**src/sv/lrcf_pkg.sv**
```systemverilog
// Shared types, constants and tables for the LED ring clock face renderer.
// No dependencies; every module of the block imports this package.
package lrcf_pkg;

	localparam int unsigned NUM_LEDS_DEF = 256;

	localparam int unsigned CFG_IDX_W = 3;
	localparam int unsigned COLOR_W   = 24;

	// configuration register indexes
	typedef enum logic [CFG_IDX_W-1:0] {
		REG_MAX_BRIGHTNESS = 3'd0,
		REG_SEC_START      = 3'd1,
		REG_SEC_END        = 3'd2,
		REG_MIN_START      = 3'd3,
		REG_MIN_END        = 3'd4,
		REG_HOUR_START     = 3'd5,
		REG_HOUR_END       = 3'd6,
		REG_UNUSED         = 3'd7
	} cfg_reg_t;

	localparam logic [7:0] MAX_BRIGHTNESS_RST = 8'd31;

	typedef enum logic [1:0] {
		MODE_GREEN = 2'd0,
		MODE_RED   = 2'd1,
		MODE_BLUE  = 2'd2,
		MODE_CLOCK = 2'd3
	} mode_t;

	// what kind of pixel an item turned out to be
	typedef enum logic [2:0] {
		RGN_DARK     = 3'd0,
		RGN_FILL_G   = 3'd1,
		RGN_FILL_R   = 3'd2,
		RGN_FILL_B   = 3'd3,
		RGN_ARC_MIN  = 3'd4,
		RGN_ARC_SEC  = 3'd5,
		RGN_HOUR_CUR = 3'd6,
		RGN_HOUR_NXT = 3'd7
	} region_t;

	// x/60 == (x*17477)>>20 exactly for x < 23831; k*17477 fits in 21 bits for k <= 60
	localparam int unsigned RECIP_W     = 21;
	localparam int unsigned RECIP_SHIFT = 20;
	localparam logic [RECIP_W-1:0] RECIP_60 = 21'd17477;
	// m*33/100 == (m*21627)>>16 for 8-bit m
	localparam logic [15:0] RECIP_33_100 = 16'd21627;

	localparam logic [7:0] ARC_END_LED   = 8'd120;
	localparam logic [7:0] SEC_ARC_LED   = 8'd60;
	localparam logic [5:0] TIME_MAX      = 6'd59;
	localparam logic [5:0] FULL_MINUTE   = 6'd60;
	localparam logic [5:0] ARC_OFFSET    = 6'd56;
	localparam logic [7:0] BRIGHT_FLOOR  = 8'd4;
	localparam logic [3:0] LAST_HOUR     = 4'd11;

	typedef struct packed {
		logic [7:0]         max_brightness;
		logic [COLOR_W-1:0] sec_start;
		logic [COLOR_W-1:0] sec_end;
		logic [COLOR_W-1:0] min_start;
		logic [COLOR_W-1:0] min_end;
		logic [COLOR_W-1:0] hour_start;
		logic [COLOR_W-1:0] hour_end;
	} cfg_regs_t;

	// decoded item held in the input register
	typedef struct packed {
		logic [7:0]         led;
		region_t            region;
		logic [7:0]         bri;
		logic [7:0]         cap;
		logic [RECIP_W-1:0] kmc;
		logic [RECIP_W-1:0] kmb;
	} dec_t;

	// hour segment boundaries
	function automatic logic [7:0] hour_bound(input logic [3:0] idx);
		logic [7:0] b;
		case (idx)
			4'd0:    b = 8'd120;
			4'd1:    b = 8'd136;
			4'd2:    b = 8'd141;
			4'd3:    b = 8'd152;
			4'd4:    b = 8'd162;
			4'd5:    b = 8'd170;
			4'd6:    b = 8'd181;
			4'd7:    b = 8'd193;
			4'd8:    b = 8'd200;
			4'd9:    b = 8'd213;
			4'd10:   b = 8'd223;
			4'd11:   b = 8'd240;
			4'd12:   b = 8'd250;
			default: b = 8'd0;
		endcase
		return b;
	endfunction

endpackage

```
**src/sv/lrcf_in_if.sv**
```systemverilog
// Input item channel: valid/ready plus the time, light and LED index fields.
// Stand-alone; no package needed.
interface lrcf_in_if;
	logic        valid;
	logic        ready;
	logic [7:0]  led_index;
	logic [5:0]  seconds;
	logic [5:0]  minutes;
	logic [4:0]  hours;
	logic [11:0] light_mv;

	modport source (output valid, led_index, seconds, minutes, hours, light_mv, input ready);
	modport sink   (input valid, led_index, seconds, minutes, hours, light_mv, output ready);
endinterface

```
**src/sv/lrcf_out_if.sv**
```systemverilog
// Result item channel: valid/ready plus the rendered pixel fields.
// Stand-alone; no package needed.
interface lrcf_out_if;
	logic       valid;
	logic       ready;
	logic [7:0] led_out_index;
	logic [7:0] brightness;
	logic [7:0] red;
	logic [7:0] green;
	logic [7:0] blue;

	modport source (output valid, led_out_index, brightness, red, green, blue, input ready);
	modport sink   (input valid, led_out_index, brightness, red, green, blue, output ready);
endinterface

```
**src/sv/lrcf_cfg_if.sv**
```systemverilog
// Configuration write channel: valid/ready, register index and write data.
// Stand-alone; no package needed.
interface lrcf_cfg_if;
	logic        valid;
	logic        ready;
	logic [2:0]  index;
	logic [23:0] data;

	modport source (output valid, index, data, input ready);
	modport sink   (input valid, index, data, output ready);
endinterface

```
**src/sv/lrcf_cfg_regs.sv**
```systemverilog
// Configuration register file, written through the config channel.
// Depends on lrcf_pkg and lrcf_cfg_if.
module lrcf_cfg_regs (
	input  logic              clk,
	input  logic              arst_n,
	lrcf_cfg_if.sink          cfg,
	output lrcf_pkg::cfg_regs_t regs
);
	import lrcf_pkg::*;

	cfg_regs_t regs_q;

	assign cfg.ready = 1'b1;
	assign regs = regs_q;

	always_ff @(posedge clk or negedge arst_n) begin
		if (!arst_n) begin
			regs_q <= '{MAX_BRIGHTNESS_RST, '0, '0, '0, '0, '0, '0};
		end else if (cfg.valid && cfg.ready) begin
			case (cfg_reg_t'(cfg.index))
				REG_MAX_BRIGHTNESS: regs_q.max_brightness <= cfg.data[7:0];
				REG_SEC_START:      regs_q.sec_start      <= cfg.data;
				REG_SEC_END:        regs_q.sec_end        <= cfg.data;
				REG_MIN_START:      regs_q.min_start      <= cfg.data;
				REG_MIN_END:        regs_q.min_end        <= cfg.data;
				REG_HOUR_START:     regs_q.hour_start     <= cfg.data;
				REG_HOUR_END:       regs_q.hour_end       <= cfg.data;
				default: ;
			endcase
		end
	end
endmodule

```
**src/sv/lrcf_decode.sv**
```systemverilog
// Item decode ahead of the input register: brightness cap, pixel region and
// blend factors (k scaled by the 1/60 reciprocal). Depends on lrcf_pkg.
module lrcf_decode #(
	parameter int unsigned NUM_LEDS = lrcf_pkg::NUM_LEDS_DEF
) (
	input  logic [7:0]         led_index,
	input  logic [5:0]         seconds,
	input  logic [5:0]         minutes,
	input  logic [4:0]         hours,
	input  logic [11:0]        light_mv,
	input  lrcf_pkg::mode_t    mode,
	input  logic [7:0]         max_brightness,
	output lrcf_pkg::dec_t     dec
);
	import lrcf_pkg::*;

	logic [23:0] cap33_prod;
	logic [9:0]  cap34_prod;
	logic [7:0]  cap_raw;
	logic [7:0]  cap;
	logic [5:0]  sec_s;
	logic [5:0]  min_s;
	logic [3:0]  hr;
	logic [7:0]  c0, c1, n0, n1;
	logic [6:0]  p_raw;
	logic [5:0]  p;
	logic [5:0]  v;
	logic        sec_arc;
	logic [5:0]  k_col;
	logic [5:0]  k_bri;

	always_comb begin
		cap33_prod = 24'(max_brightness) * 24'(RECIP_33_100);
		cap34_prod = 10'(max_brightness) * 10'd3;
		if (light_mv >= 12'd3000)      cap_raw = cap33_prod[23:16];
		else if (light_mv >= 12'd2000) cap_raw = max_brightness >> 1;
		else if (light_mv >= 12'd1000) cap_raw = cap34_prod[9:2];
		else                           cap_raw = max_brightness;
		cap = (cap_raw < BRIGHT_FLOOR) ? BRIGHT_FLOOR : cap_raw;

		sec_s = (seconds > TIME_MAX) ? TIME_MAX : seconds;
		min_s = (minutes > TIME_MAX) ? TIME_MAX : minutes;

		// hours mod 12 over the 5-bit range
		if (hours >= 5'd24)      hr = 4'(hours - 5'd24);
		else if (hours >= 5'd12) hr = 4'(hours - 5'd12);
		else                     hr = hours[3:0];

		c0 = hour_bound(hr);
		c1 = hour_bound(hr + 4'd1);
		n0 = (hr == LAST_HOUR) ? hour_bound(4'd0) : c1;
		n1 = (hr == LAST_HOUR) ? hour_bound(4'd1) : hour_bound(hr + 4'd2);

		// arc position (L-4) mod 60; the sum reaches 115, so it needs 7 bits
		sec_arc = led_index >= SEC_ARC_LED;
		p_raw = 7'(sec_arc ? led_index - SEC_ARC_LED : led_index) + 7'(ARC_OFFSET);
		p = (p_raw >= 7'(FULL_MINUTE)) ? 6'(p_raw - 7'(FULL_MINUTE)) : p_raw[5:0];
		v = sec_arc ? sec_s : min_s;

		dec.led    = led_index;
		dec.region = RGN_DARK;
		dec.bri    = '0;
		dec.cap    = cap;
		k_col      = '0;
		k_bri      = '0;

		if ({1'b0, led_index} < 9'(NUM_LEDS)) begin
			case (mode)
				MODE_GREEN: begin
					dec.region = RGN_FILL_G;
					dec.bri    = cap;
				end
				MODE_RED: begin
					dec.region = RGN_FILL_R;
					dec.bri    = cap >> 1;
				end
				MODE_BLUE: begin
					dec.region = RGN_FILL_B;
					dec.bri    = cap >> 2;
				end
				default: begin
					if (led_index < ARC_END_LED) begin
						if (p <= v) begin
							dec.region = sec_arc ? RGN_ARC_SEC : RGN_ARC_MIN;
							dec.bri    = cap;
							k_col      = v - p;
						end
					end else if (led_index >= c0 && led_index < c1) begin
						dec.region = RGN_HOUR_CUR;
						k_col      = min_s;
						k_bri      = FULL_MINUTE - min_s;
					end else if (led_index >= n0 && led_index < n1) begin
						dec.region = RGN_HOUR_NXT;
						k_col      = FULL_MINUTE - min_s;
						k_bri      = min_s;
					end
				end
			endcase
		end

		dec.kmc = RECIP_W'(k_col) * RECIP_60;
		dec.kmb = RECIP_W'(k_bri) * RECIP_60;
	end
endmodule

```
**src/sv/lrcf_blend.sv**
```systemverilog
// One color channel: start + trunc((end-start)*k/60) mod 256, with k/60
// pre-scaled into a reciprocal factor. Depends on lrcf_pkg.
module lrcf_blend (
	input  logic [7:0]                   start_c,
	input  logic [7:0]                   end_c,
	input  logic [lrcf_pkg::RECIP_W-1:0] kmc,
	output logic [7:0]                   chan
);
	import lrcf_pkg::*;

	localparam int unsigned PROD_W = 8 + RECIP_W;

	logic              neg;
	logic [7:0]        mag;
	logic [PROD_W-1:0] prod;
	logic [7:0]        q;

	always_comb begin
		// truncation toward zero: scale the magnitude, then reapply the sign
		neg  = end_c < start_c;
		mag  = neg ? start_c - end_c : end_c - start_c;
		prod = PROD_W'(mag) * PROD_W'(kmc);
		q    = prod[RECIP_SHIFT +: 8];
		chan = neg ? start_c - q : start_c + q;
	end
endmodule

```
**src/sv/led_ring_clock_face_renderer_core.sv**
```systemverilog
// LED ring clock face renderer, top level.
// Depends on lrcf_pkg, the three channel interfaces, lrcf_cfg_regs,
// lrcf_decode and lrcf_blend.
//
// Usage: stream LED indexes with the current time and ambient light on
// pixel_in; one pixel (index echo, brightness, red, green, blue) comes back
// on pixel_out per item, in order. An item with index NUM_LEDS-1 ends a
// frame; the first three frames after reset are green, red and blue fills,
// every later frame is the clock face.
// The user must write the registers on cfg (always ready) only while the
// block is idle; the block does not enforce this. Decode loads the input
// register, then blend and brightness scale load the result register.
// Throughput: one item per cycle while pixel_out does not stall; the three
// channel blends and the brightness scale are one multiply each by a
// reciprocal of 60. When pixel_out stalls, the result register holds and
// the input register fills; pixel_in drops ready once both are occupied,
// nothing is lost. Reset (arst_n low) clears both valid flags, returns to
// the green fill frame and loads max_brightness 31 with all colors 0.
module led_ring_clock_face_renderer_core #(
	parameter int unsigned NUM_LEDS = lrcf_pkg::NUM_LEDS_DEF
) (
	input  logic       clk,
	input  logic       arst_n,
	lrcf_in_if.sink    pixel_in,
	lrcf_out_if.source pixel_out,
	lrcf_cfg_if.sink   cfg
);
	import lrcf_pkg::*;

	cfg_regs_t regs;
	mode_t     mode_q;
	dec_t      dec;
	dec_t      item_s1;
	logic      valid_s1;
	logic      out_valid_q;
	logic      out_take;
	logic      in_acc;
	logic      frame_end;

	logic [COLOR_W-1:0] sel_start;
	logic [COLOR_W-1:0] sel_end;
	logic [7:0]         mix_r, mix_g, mix_b;
	logic [8+RECIP_W-1:0] bri_prod;
	logic [7:0]         bri_scaled;
	logic [7:0]         nxt_bri, nxt_r, nxt_g, nxt_b;
	logic [7:0]         out_led_q, out_bri_q, out_r_q, out_g_q, out_b_q;

	lrcf_cfg_regs u_cfg_regs (
		.clk    (clk),
		.arst_n (arst_n),
		.cfg    (cfg),
		.regs   (regs)
	);

	lrcf_decode #(
		.NUM_LEDS (NUM_LEDS)
	) u_decode (
		.led_index      (pixel_in.led_index),
		.seconds        (pixel_in.seconds),
		.minutes        (pixel_in.minutes),
		.hours          (pixel_in.hours),
		.light_mv       (pixel_in.light_mv),
		.mode           (mode_q),
		.max_brightness (regs.max_brightness),
		.dec            (dec)
	);

	assign out_take       = !out_valid_q || pixel_out.ready;
	assign pixel_in.ready = !valid_s1 || out_take;
	assign in_acc         = pixel_in.valid && pixel_in.ready;
	assign frame_end      = ({1'b0, pixel_in.led_index} == 9'(NUM_LEDS - 1));

	always_ff @(posedge clk or negedge arst_n) begin
		if (!arst_n) begin
			mode_q <= MODE_GREEN;
		end else if (in_acc && frame_end && mode_q != MODE_CLOCK) begin
			mode_q <= mode_t'(mode_q + 2'd1);
		end
	end

	always_ff @(posedge clk or negedge arst_n) begin
		if (!arst_n) begin
			valid_s1 <= 1'b0;
		end else if (in_acc) begin
			valid_s1 <= 1'b1;
		end else if (out_take) begin
			valid_s1 <= 1'b0;
		end
	end

	always_ff @(posedge clk) begin
		if (in_acc) begin
			item_s1 <= dec;
		end
	end

	// color pair for the arc or hour blend
	always_comb begin
		case (item_s1.region)
			RGN_ARC_MIN: begin
				sel_start = regs.min_start;
				sel_end   = regs.min_end;
			end
			RGN_ARC_SEC: begin
				sel_start = regs.sec_start;
				sel_end   = regs.sec_end;
			end
			default: begin
				sel_start = regs.hour_start;
				sel_end   = regs.hour_end;
			end
		endcase
	end

	lrcf_blend u_blend_r (
		.start_c (sel_start[23:16]),
		.end_c   (sel_end[23:16]),
		.kmc     (item_s1.kmc),
		.chan    (mix_r)
	);

	lrcf_blend u_blend_g (
		.start_c (sel_start[15:8]),
		.end_c   (sel_end[15:8]),
		.kmc     (item_s1.kmc),
		.chan    (mix_g)
	);

	lrcf_blend u_blend_b (
		.start_c (sel_start[7:0]),
		.end_c   (sel_end[7:0]),
		.kmc     (item_s1.kmc),
		.chan    (mix_b)
	);

	always_comb begin
		bri_prod   = (8 + RECIP_W)'(item_s1.cap) * (8 + RECIP_W)'(item_s1.kmb);
		bri_scaled = bri_prod[RECIP_SHIFT +: 8];
		nxt_bri = '0;
		nxt_r   = '0;
		nxt_g   = '0;
		nxt_b   = '0;
		case (item_s1.region)
			RGN_FILL_G: begin
				nxt_bri = item_s1.bri;
				nxt_g   = 8'hff;
			end
			RGN_FILL_R: begin
				nxt_bri = item_s1.bri;
				nxt_r   = 8'hff;
			end
			RGN_FILL_B: begin
				nxt_bri = item_s1.bri;
				nxt_b   = 8'hff;
			end
			RGN_ARC_MIN, RGN_ARC_SEC: begin
				nxt_bri = item_s1.bri;
				nxt_r   = mix_r;
				nxt_g   = mix_g;
				nxt_b   = mix_b;
			end
			RGN_HOUR_CUR: begin
				// fading segment never drops below the floor
				nxt_bri = (bri_scaled < BRIGHT_FLOOR) ? BRIGHT_FLOOR : bri_scaled;
				nxt_r   = mix_r;
				nxt_g   = mix_g;
				nxt_b   = mix_b;
			end
			RGN_HOUR_NXT: begin
				nxt_bri = bri_scaled;
				nxt_r   = mix_r;
				nxt_g   = mix_g;
				nxt_b   = mix_b;
			end
			default: ;
		endcase
	end

	always_ff @(posedge clk or negedge arst_n) begin
		if (!arst_n) begin
			out_valid_q <= 1'b0;
		end else if (out_take) begin
			out_valid_q <= valid_s1;
		end
	end

	always_ff @(posedge clk) begin
		if (out_take && valid_s1) begin
			out_led_q <= item_s1.led;
			out_bri_q <= nxt_bri;
			out_r_q   <= nxt_r;
			out_g_q   <= nxt_g;
			out_b_q   <= nxt_b;
		end
	end

	assign pixel_out.valid         = out_valid_q;
	assign pixel_out.led_out_index = out_led_q;
	assign pixel_out.brightness    = out_bri_q;
	assign pixel_out.red           = out_r_q;
	assign pixel_out.green         = out_g_q;
	assign pixel_out.blue          = out_b_q;

`ifndef SYNTHESIS
	a_clock_mode_sticks: assert property (@(posedge clk) disable iff (!arst_n)
		mode_q == MODE_CLOCK |=> mode_q == MODE_CLOCK)
		else $error("display mode left clock face");

	a_mode_only_at_frame_end: assert property (@(posedge clk) disable iff (!arst_n)
		!(in_acc && frame_end) |=> $stable(mode_q))
		else $error("display mode moved without a frame end");

	a_stalled_item_kept: assert property (@(posedge clk) disable iff (!arst_n)
		valid_s1 && !out_take |=> valid_s1 && $stable(item_s1))
		else $error("input register item lost under stall");
`endif
endmodule
```
**src/flat_wrapper.sv**
```systemverilog
// flat-port wrapper written by rule: the top's interface ports become plain ports
module led_ring_clock_face_renderer_core_flat import lrcf_pkg::*;
#(
	parameter int unsigned NUM_LEDS = lrcf_pkg::NUM_LEDS_DEF
)
  (clk, arst_n, pixel_in_valid, pixel_in_led_index, pixel_in_seconds, pixel_in_minutes, pixel_in_hours, pixel_in_light_mv, pixel_in_ready, pixel_out_valid, pixel_out_led_out_index, pixel_out_brightness, pixel_out_red, pixel_out_green, pixel_out_blue, pixel_out_ready, cfg_valid, cfg_index, cfg_data, cfg_ready);
  lrcf_in_if pixel_in_i ();
  lrcf_out_if pixel_out_i ();
  lrcf_cfg_if cfg_i ();
  input  logic clk;
  input  logic arst_n;
  input wire logic [$bits(pixel_in_i.valid)-1:0] pixel_in_valid;
  input wire logic [$bits(pixel_in_i.led_index)-1:0] pixel_in_led_index;
  input wire logic [$bits(pixel_in_i.seconds)-1:0] pixel_in_seconds;
  input wire logic [$bits(pixel_in_i.minutes)-1:0] pixel_in_minutes;
  input wire logic [$bits(pixel_in_i.hours)-1:0] pixel_in_hours;
  input wire logic [$bits(pixel_in_i.light_mv)-1:0] pixel_in_light_mv;
  output wire logic [$bits(pixel_in_i.ready)-1:0] pixel_in_ready;
  output wire logic [$bits(pixel_out_i.valid)-1:0] pixel_out_valid;
  output wire logic [$bits(pixel_out_i.led_out_index)-1:0] pixel_out_led_out_index;
  output wire logic [$bits(pixel_out_i.brightness)-1:0] pixel_out_brightness;
  output wire logic [$bits(pixel_out_i.red)-1:0] pixel_out_red;
  output wire logic [$bits(pixel_out_i.green)-1:0] pixel_out_green;
  output wire logic [$bits(pixel_out_i.blue)-1:0] pixel_out_blue;
  input wire logic [$bits(pixel_out_i.ready)-1:0] pixel_out_ready;
  input wire logic [$bits(cfg_i.valid)-1:0] cfg_valid;
  input wire logic [$bits(cfg_i.index)-1:0] cfg_index;
  input wire logic [$bits(cfg_i.data)-1:0] cfg_data;
  output wire logic [$bits(cfg_i.ready)-1:0] cfg_ready;
  assign pixel_in_i.valid = pixel_in_valid;
  assign pixel_in_i.led_index = pixel_in_led_index;
  assign pixel_in_i.seconds = pixel_in_seconds;
  assign pixel_in_i.minutes = pixel_in_minutes;
  assign pixel_in_i.hours = pixel_in_hours;
  assign pixel_in_i.light_mv = pixel_in_light_mv;
  assign pixel_in_ready = pixel_in_i.ready;
  assign pixel_out_valid = pixel_out_i.valid;
  assign pixel_out_led_out_index = pixel_out_i.led_out_index;
  assign pixel_out_brightness = pixel_out_i.brightness;
  assign pixel_out_red = pixel_out_i.red;
  assign pixel_out_green = pixel_out_i.green;
  assign pixel_out_blue = pixel_out_i.blue;
  assign pixel_out_i.ready = pixel_out_ready;
  assign cfg_i.valid = cfg_valid;
  assign cfg_i.index = cfg_index;
  assign cfg_i.data = cfg_data;
  assign cfg_ready = cfg_i.ready;
  led_ring_clock_face_renderer_core #(.NUM_LEDS(NUM_LEDS)) u_core (.clk(clk), .arst_n(arst_n), .pixel_in(pixel_in_i), .pixel_out(pixel_out_i), .cfg(cfg_i));
endmodule
```
**config.mk**
```make
export PLATFORM = sky130hd
export DESIGN_NAME = led_ring_clock_face_renderer_core_flat
export DESIGN_NICKNAME = d
export VERILOG_FILES = /design/src/sv/lrcf_pkg.sv /design/src/sv/lrcf_in_if.sv /design/src/sv/lrcf_out_if.sv /design/src/sv/lrcf_cfg_if.sv /design/src/sv/lrcf_cfg_regs.sv /design/src/sv/lrcf_decode.sv /design/src/sv/lrcf_blend.sv /design/src/sv/led_ring_clock_face_renderer_core.sv /design/src/flat_wrapper.sv
export SDC_FILE = /design/constraint.sdc
export NUM_CORES = 2
export LEC_CHECK = 0
export ABC_AREA = 1
export BUFFER_PORTS_ARGS = -buffer_cell sky130_fd_sc_hd__clkbuf_2
export CAP_MARGIN = 20
export CORE_AREA = 2 2 217 433
export CTS_CLUSTER_DIAMETER = 120
export CTS_CLUSTER_SIZE = 30
export DETAILED_ROUTE_END_ITERATION = 10
export DIE_AREA = 0 0 219 435
export GPL_TIMING_DRIVEN = 0
export PLACE_DENSITY_LB_ADDON = 0.2
export SETUP_SLACK_MARGIN = 0.05
export SYNTH_ARGS = -nofsm -noshare
export SYNTH_HDL_FRONTEND = slang
export SYNTH_HIERARCHICAL = 1
export SYNTH_SLANG_ARGS = --single-unit
```
**constraint.sdc**
```tcl
create_clock -name clk -period 9.9 [get_ports clk]
set_clock_uncertainty 0.15 [all_clocks]
set_input_delay 0.99 -clock clk [delete_from_list [all_inputs] [get_ports clk]]
set_output_delay 0.99 -clock clk [all_outputs]
set_load 0.005 [all_outputs]
```
# Word level (Yosys, flattened, before mapping)
# Memory sizes are Yosys's and may differ from the RTL's.
# Index checks and enable logic that the tools add are counted.
totals:
  register_bits: 265
  latchBits: 0
  ramBits: 0
  rom_bits: 384
  output_inout_bits: 43
  mem_count: 3
mem_list:
  columns: ["memory", "words", "word_bits", "rd", "rd_clocked_by_memory_dff", "write_ports", "line_no", "text"]
  rows:
  - ["(name not given)", 16, 8, 1, 0, 0, "lrcf_pkg.sv:81", "case (idx)"]
  - ["(name not given)", 16, 8, 1, 0, 0, "lrcf_pkg.sv:81", null]
  - ["(name not given)", 16, 8, 1, 0, 0, "lrcf_pkg.sv:81", null]
classes:
  n_addsub: 22
  n_mul: 8
  div: 0
  order_cmp: 20
  eq_ne: 18
  n_shift: 0
  mux: 44
  n_bitwise: 0
  reduce_logical: 23
ops:
  columns: ["cell", "n"]
  rows:
  - ["$mul 8x21->28", 4]
  - ["$mux 8", 14]
  - ["$pmux 24 s2", 2]
  - ["$mux 6", 13]
  - ["$sub 8x8->8", 9]
  - ["$pmux 8 s2", 3]
  - ["$mul 6x15->21 const B", 2]
  - ["$lt 8x8->1", 5]
  - ["$pmux 11 s3", 1]
  - ["$add 8x8->8", 3]
  - ["$pmux 8 s3", 1]
  - ["$mul 8x15->23 const B", 1]
  - ["$eq 3x3->1 const B", 7]
  - ["$ge 8x8->1", 2]
  - ["$lt 8x3->1 const B", 2]
  - ["$reduce_and 2->1", 7]
  - ["$eq 3x2->1 const B", 4]
  - ["$ge 12x10->1 const B", 1]
  - ["$ge 12x11->1 const B", 1]
  - ["$ge 12x12->1 const B", 1]
  - ["$gt 6x6->1 const B", 2]
  - ["$mux 11", 1]
  - ["$mul 8x2->10 const B", 1]
  - ["$mux 3", 3]
  - ["33 further kinds", 45]

# Longest topological paths before layout
# An unclocked memory read counts as a cell.
logic_depth:
  word_depth: 13
  mapped_depth: 58
  ltp_nobuf: 54

# Modules after synthesis
# Netlist, hierarchy kept.
by_module_without_submodules:
  columns: ["module", "instances", "cells_per_inst", "area_per_inst_um2"]
  rows:
  - ["led_ring_clock_face_renderer_core", 1, 1295, 10353.7]
  - ["lrcf_decode", 1, 970, 6424.9]
  - ["lrcf_blend at u_core.u_blend_b", 1, 869, 6219.7]
  - ["lrcf_blend at u_core.u_blend_g", 1, 851, 6184.7]
  - ["lrcf_blend at u_core.u_blend_r", 1, 840, 5992.0]
  - ["lrcf_cfg_regs", 1, 668, 5989.5]

# Worst setup path before layout
# OpenSTA, ideal clock, no wires.
synth_path:
  path_type: "flip-flop to flip-flop"
  from: "register u_core/item_s1[60] (netlist name)"
  to: "register u_core.out_g_q[6], in the netlist u_core/pixel_out.green[6] (data pin)"
  setup_time_ns: 0.262
  arrival_time_ns: 8.381
  required_ns: 9.488
  setup_slack_ns: 1.108
  stages_incl_launch_ff: 51
  n_path_buf: 5
  cell_sequence: "edfxtp_1 -> buf_2 -> inv_1 -> nor2_1 -> inv_1 -> nor2_1 -> buf_2 -> buf_2 -> nand2_1 -> nand3_1 -> inv_1 -> fa_1 -> nand3_1 -> nand3_2 -> nand2_2 -> nand2_4 -> buf_6 -> mux2i_1 -> [... 15 more ...] -> nand2_2 -> nand2_1 -> nand2_1 -> nand2_1 -> nand2_2 -> nor2_4 -> nor2_1 -> xor2_1 -> ha_1 -> a21oi_1 -> inv_1 -> a31oi_1 -> nor2_1 -> o21ai_0 -> nand2_1 -> xor2_1 -> nand2_1 -> nand2_1"
synth_via:
  elab_chain_len: 8
synth_rtl:
  columns: ["element", "line_no", "text"]
  rows:
  - ["start, declared", "led_ring_clock_face_renderer_core.sv:33", "dec_t item_s1;"]
  - ["start signal, assigned", "led_ring_clock_face_renderer_core.sv:93", "item_s1 <= dec;"]
  - ["$eq 3x3->1", "led_ring_clock_face_renderer_core.sv:99", "case (item_s1.region)"]
  - ["$pmux 24 s2 (*)", "led_ring_clock_face_renderer_core.sv:99", null]
  - ["net u_core.sel_start[9]", "led_ring_clock_face_renderer_core.sv:40", "logic [COLOR_W-1:0] sel_start;"]
  - ["$sub 8x8->8 / $lt 8x8->1 (equally long branches)", "lrcf_blend.sv:21, lrcf_blend.sv:20", null]
  - ["$mux 8", "lrcf_blend.sv:21", "mag = neg ? start_c - end_c : end_c - start_c;"]
  - ["$mul 8x21->28", "lrcf_blend.sv:22", "prod = PROD_W'(mag) * PROD_W'(kmc);"]
  - ["$add 8x8->8 / $sub 8x8->8 (equally long branches)", "lrcf_blend.sv:24", "chan = neg ? start_c - q : start_c + q;"]
  - ["$mux 8 (*)", "lrcf_blend.sv:24", null]
  - ["net u_core.mix_g[6]", "led_ring_clock_face_renderer_core.sv:42", "logic [7:0] mix_r, mix_g, mix_b;"]
  - ["$pmux 8 s2 (*)", "led_ring_clock_face_renderer_core.sv:143", "case (item_s1.region)"]
  - ["net u_core.nxt_g[6]", "led_ring_clock_face_renderer_core.sv:45", "logic [7:0] nxt_bri, nxt_r, nxt_g, nxt_b;"]
  - ["end signal, assigned", "led_ring_clock_face_renderer_core.sv:192", "out_g_q <= nxt_g;"]
  - ["end, declared", "led_ring_clock_face_renderer_core.sv:46", "logic [7:0] out_led_q, out_bri_q, out_r_q, out_g_q, out_b_q;"]
# Mark *: on every way through the listed nets, which the timed path passes. The rest lies on a longest branch.
# A chain may end at the register's enable or synchronous reset.

# Worst setup path in the final report
layout_path:
  from: "register u_core/item_s1[60] (netlist name)"
  to: "register u_core.out_g_q[7], in the netlist u_core/pixel_out.green[7] (data pin)"
# Same word-level chain as after synthesis.

==> impl_metrics.py <==
metrics = {
    "timing": {
        "slew_headroom_pct": 29.4,
        "worst_slack_ns": 0.345,
        "layout_min_cycle_time_ns": 9.55,
        "fin_tns_setup_ns": 0,
        "finalHoldViolCount": 0,
        "setup_viol": 0,
        "fmaxAchievable_ghz": 0.105,
        "finalCritPeriodShare_pct": 96.5,
        "worst_pin_slew_ns": 1.06,
        "rsz0062_at_grt": "yes",
        "slew_viol_final": 0,
    },
    "setup_path": {
        "cp.required_ns": 10.14,
        "critPathKind": "reg -> reg",
        "cp_common_cell": "nand2_1",
        "worstPathArrival_ns": 9.79,
        "slowest_stage": "fa_1",
        "path_max_fanout": 10,
        "end_kind": "flip-flop",
        "cp-start-kind": "flip-flop",
        "slowest_delay_ns": 0.58,
    },
    "floorplan": {
        "num_io_pins": 112,
        "die_height_um": 435,
        "core_mm2": 0.0921,
        "rows": 158,
        "start_util_pct": 44.7,
        "dieArea_mm2": 0.0953,
        "die_width_um": 219,
    },
    "drt": {
        "ant_nets": 0,
        "vias": 35500,
        "first_pass_iters": 6,
        "avgRoutedWirePerCell_um": 17.3,
        "vias_per_cell": 5.18,
        "drc": 0,
        "drt-initial-drc-count": 2443,
        "routed_wl_mm": 119,
    },
    "cts": {
        "ctsHoldBuffers": 0,
        "cts_buffer_depth": 3,
        "path_clk_slew_ns": 0.12,
        "clock-sinks": 265,
        "cts_buffers": 13,
        "htreeDepth": 1,
        "tritoncts": "done",
        "clk_latency_ns": 0.54,
        "root_buffer": "clkbuf_16",
    },
    "cells_and_area": {
        "n_fill_cell": 9229,
        "final_cells": 6855,
        "area_growth_syn_to_layout_pct": 9.12,
        "num_antenna_cells": 0,
        "drive_above_1_share_pct": 9.00,
        "nets": 6609,
        "ff_latch_area_mm2": 0.00718,
        "design_area_mm2": 0.0449,
        "multi_input_area_mm2": 0.0298,
    },
    "global_routing": {
        "grt_max_degree": 93,
        "grt_pass1_vias": 36200,
        "grt.total_usage_pct": 25.6,
        "antenna_found_initial": 0,
        "overflow": 0,
        "grt_pass1_wl_mm": 194,
    },
    "synthesis": {
        "synth_cell_type_count": 71,
        "synthArstFlopShare_pct": 58.9,
        "synth_warnings": 6,
        "ys_ff_latch": 265,
        "ys_seq_area_share_pct": 17.4,
        "synth_fp_nets": 6454,
        "synth.cell_area_mm2": 0.0412,
        "postSynthAreaPerCell_um2": 7.49,
        "synth_edf_count": 109,
        "ys.flop_type": "dfrtp_1",
        "postSynthCellCount": 5493,
    },
    "worst_hold_path": {
        "min_path_type": "in -> async",
    },
    "placed_design": {
        "dp_slack_ns": -1.64,
        "hpwl_mm": 96.4,
        "numPortBuffers": 107,
        "place_area_mm2": 0.0433,
        "dp_cells": 6802,
        "globalplace.congestion": 0.923,
    },
    "outcome": {
        "status": "finished, final reports clean",
    },
    "run": {
        "maxCapViolCount": 0,
    },
}
-- worst max-delay path: cells and delay by family (launching register included) --
family / cells / cell delay (ns)
DFF: 1 / 0.43
adders and majority gates: 7 / 3.12
and+or+nand+nor: 19 / 2.07
AOI/OAI and AO/OA: 8 / 1.39
muxes: 1 / 0.23
xor gates and xnor gates: 2 / 0.59
buffers and inverters: 12 / 1.44
-- final timing paths --
path / startpoint / endpoint / slack, ns / cells past startpoint
worst min register to register: u_core/item_s1[67] / u_core/pixel_out.led_out_index[6] / 0.29 / 0
worst min-delay path: arst_n / u_core/u_cfg_regs/regs[136] / 0.27 / 1
worst max register to register: u_core/item_s1[60] / u_core/pixel_out.green[7] / 0.35 / 49
worst max-delay path: u_core/item_s1[60] / u_core/pixel_out.green[7] / 0.35 / 49
min in group clk: u_core/item_s1[67] / u_core/pixel_out.led_out_index[6] / 0.29 / 0
max in group asynchronous: arst_n / u_core/u_cfg_regs/regs[144] / 8.43 / 2
-- flip-flops by register name, summed over array words and instances (netlist names) --
| register | count |
|---|---|
| u_core/mode_q | 2 |
| u_core/valid_s1 | 1 |
| u_core/u_cfg_regs/regs | 152 |
| u_core/pixel_out.brightness | 8 |
| u_core/pixel_out.green | 8 |
| u_core/pixel_out.valid | 1 |
| u_core/pixel_out.red | 8 |
| u_core/item_s1 | 69 |
| u_core/pixel_out.blue | 8 |
| u_core/pixel_out.led_out_index | 8 |
-- cells in the mapped netlist (17+ instances only) --
| master | number | area [um^2] |
|---|---|---|
| a21o_1 | 19 | 143 |
| nand3_1 | 251 | 1260 |
| nand4_1 | 31 | 194 |
| buf_2 | 35 | 175 |
| a31oi_1 | 22 | 138 |
| edfxtp_1 | 109 | 3270 |
| xor2_1 | 86 | 753 |
| xnor2_1 | 27 | 236 |
| inv_1 | 1094 | 4110 |
| buf_4 | 18 | 135 |
| fa_1 | 491 | 9830 |
| nor3_1 | 24 | 120 |
| a21oi_1 | 183 | 916 |
| dfrtp_1 | 151 | 3780 |
| o211ai_1 | 17 | 128 |
| nor2_1 | 580 | 2180 |
| ha_1 | 401 | 5020 |
| o21ai_0 | 122 | 611 |
| nand2_2 | 38 | 238 |
| clkbuf_1 | 58 | 218 |
| nand2_1 | 1508 | 5660 |
-- kinds of logic (layout without fill, tap and decap cells) --
logic type      Yosys count  count (layout)  synth area share [%]
fa+ha+maj               892             892                  36.1
mux                       8               8                 0.198
other cells               1               1               0.00911
compound gates          438             438                  6.16
simple gates           2521            2521                  25.6
xor+xnor                119             119                  2.64
buf+inv                1249            1411                  11.9
flops                   265             265                  17.4
-- stage by stage --
| step | hold slack [ns] | util (%) |
|---|---|---|
| 5_1_grt | 0.296 | 48.8 |
| 3_3_place_gp | 0.260 | 46.9 |
| 3_5_place_dp | 0.263 | 47.0 |
| 4_1_cts | 0.289 | 48.1 |
| 2_1_floorplan | 0.250 | - |
| 6_report | 0.274 | 48.8 |
-- layer usage --
metal / GRT usage (%) / routed length, um / share of wire, %
met2: 42.6 / 56000 / 47
met1: 36.0 / 52900 / 45
met3: 2.08 / 6730 / 5.7
met5: 0 / 0 / 0
met4: 6.07 / 3230 / 2.7
-- layout by cell type (no fill, tap or decap), types with 21 or more instances in the layout --
cell,synthesis,final
a21oi_1,183,178
buf_4,18,47
buf_6,10,21
clkbuf_1,58,46
clkbuf_2,15,123
dfrtp_1,151,151
edfxtp_1,109,109
fa_1,491,486
ha_1,401,385
inv_1,1094,1084
nand2_1,1508,1493
nand2_2,38,49
nand3_1,251,231
nand3_2,15,30
nand4_1,31,31
nor2_1,580,566
nor3_1,24,21
o21ai_0,122,116
xnor2_1,27,25
xor2_1,86,76
-- area by class of cell --
class	instances	area share (%)
clock buffers	17	0.758
repair buffers	141	1.91
clock inverters	5	0.167
flip-flops and latches	265	16.0
inverters	1108	9.33
plain buffers	140	2.06
well taps	1200	3.34
multi-input cells	3979	66.4
-- repair_timing --
action | in CTS | in global routing
gates resized for setup | 118 | 120
pin swaps | 13 | 24
buffers inserted | 19 | 12
endpoints found under the setup margin | 22 | 15
cloned | 1 | 0
Power is not shown: default switching activity piles up to over one toggle a cycle in this logic, so the estimate is an artifact.
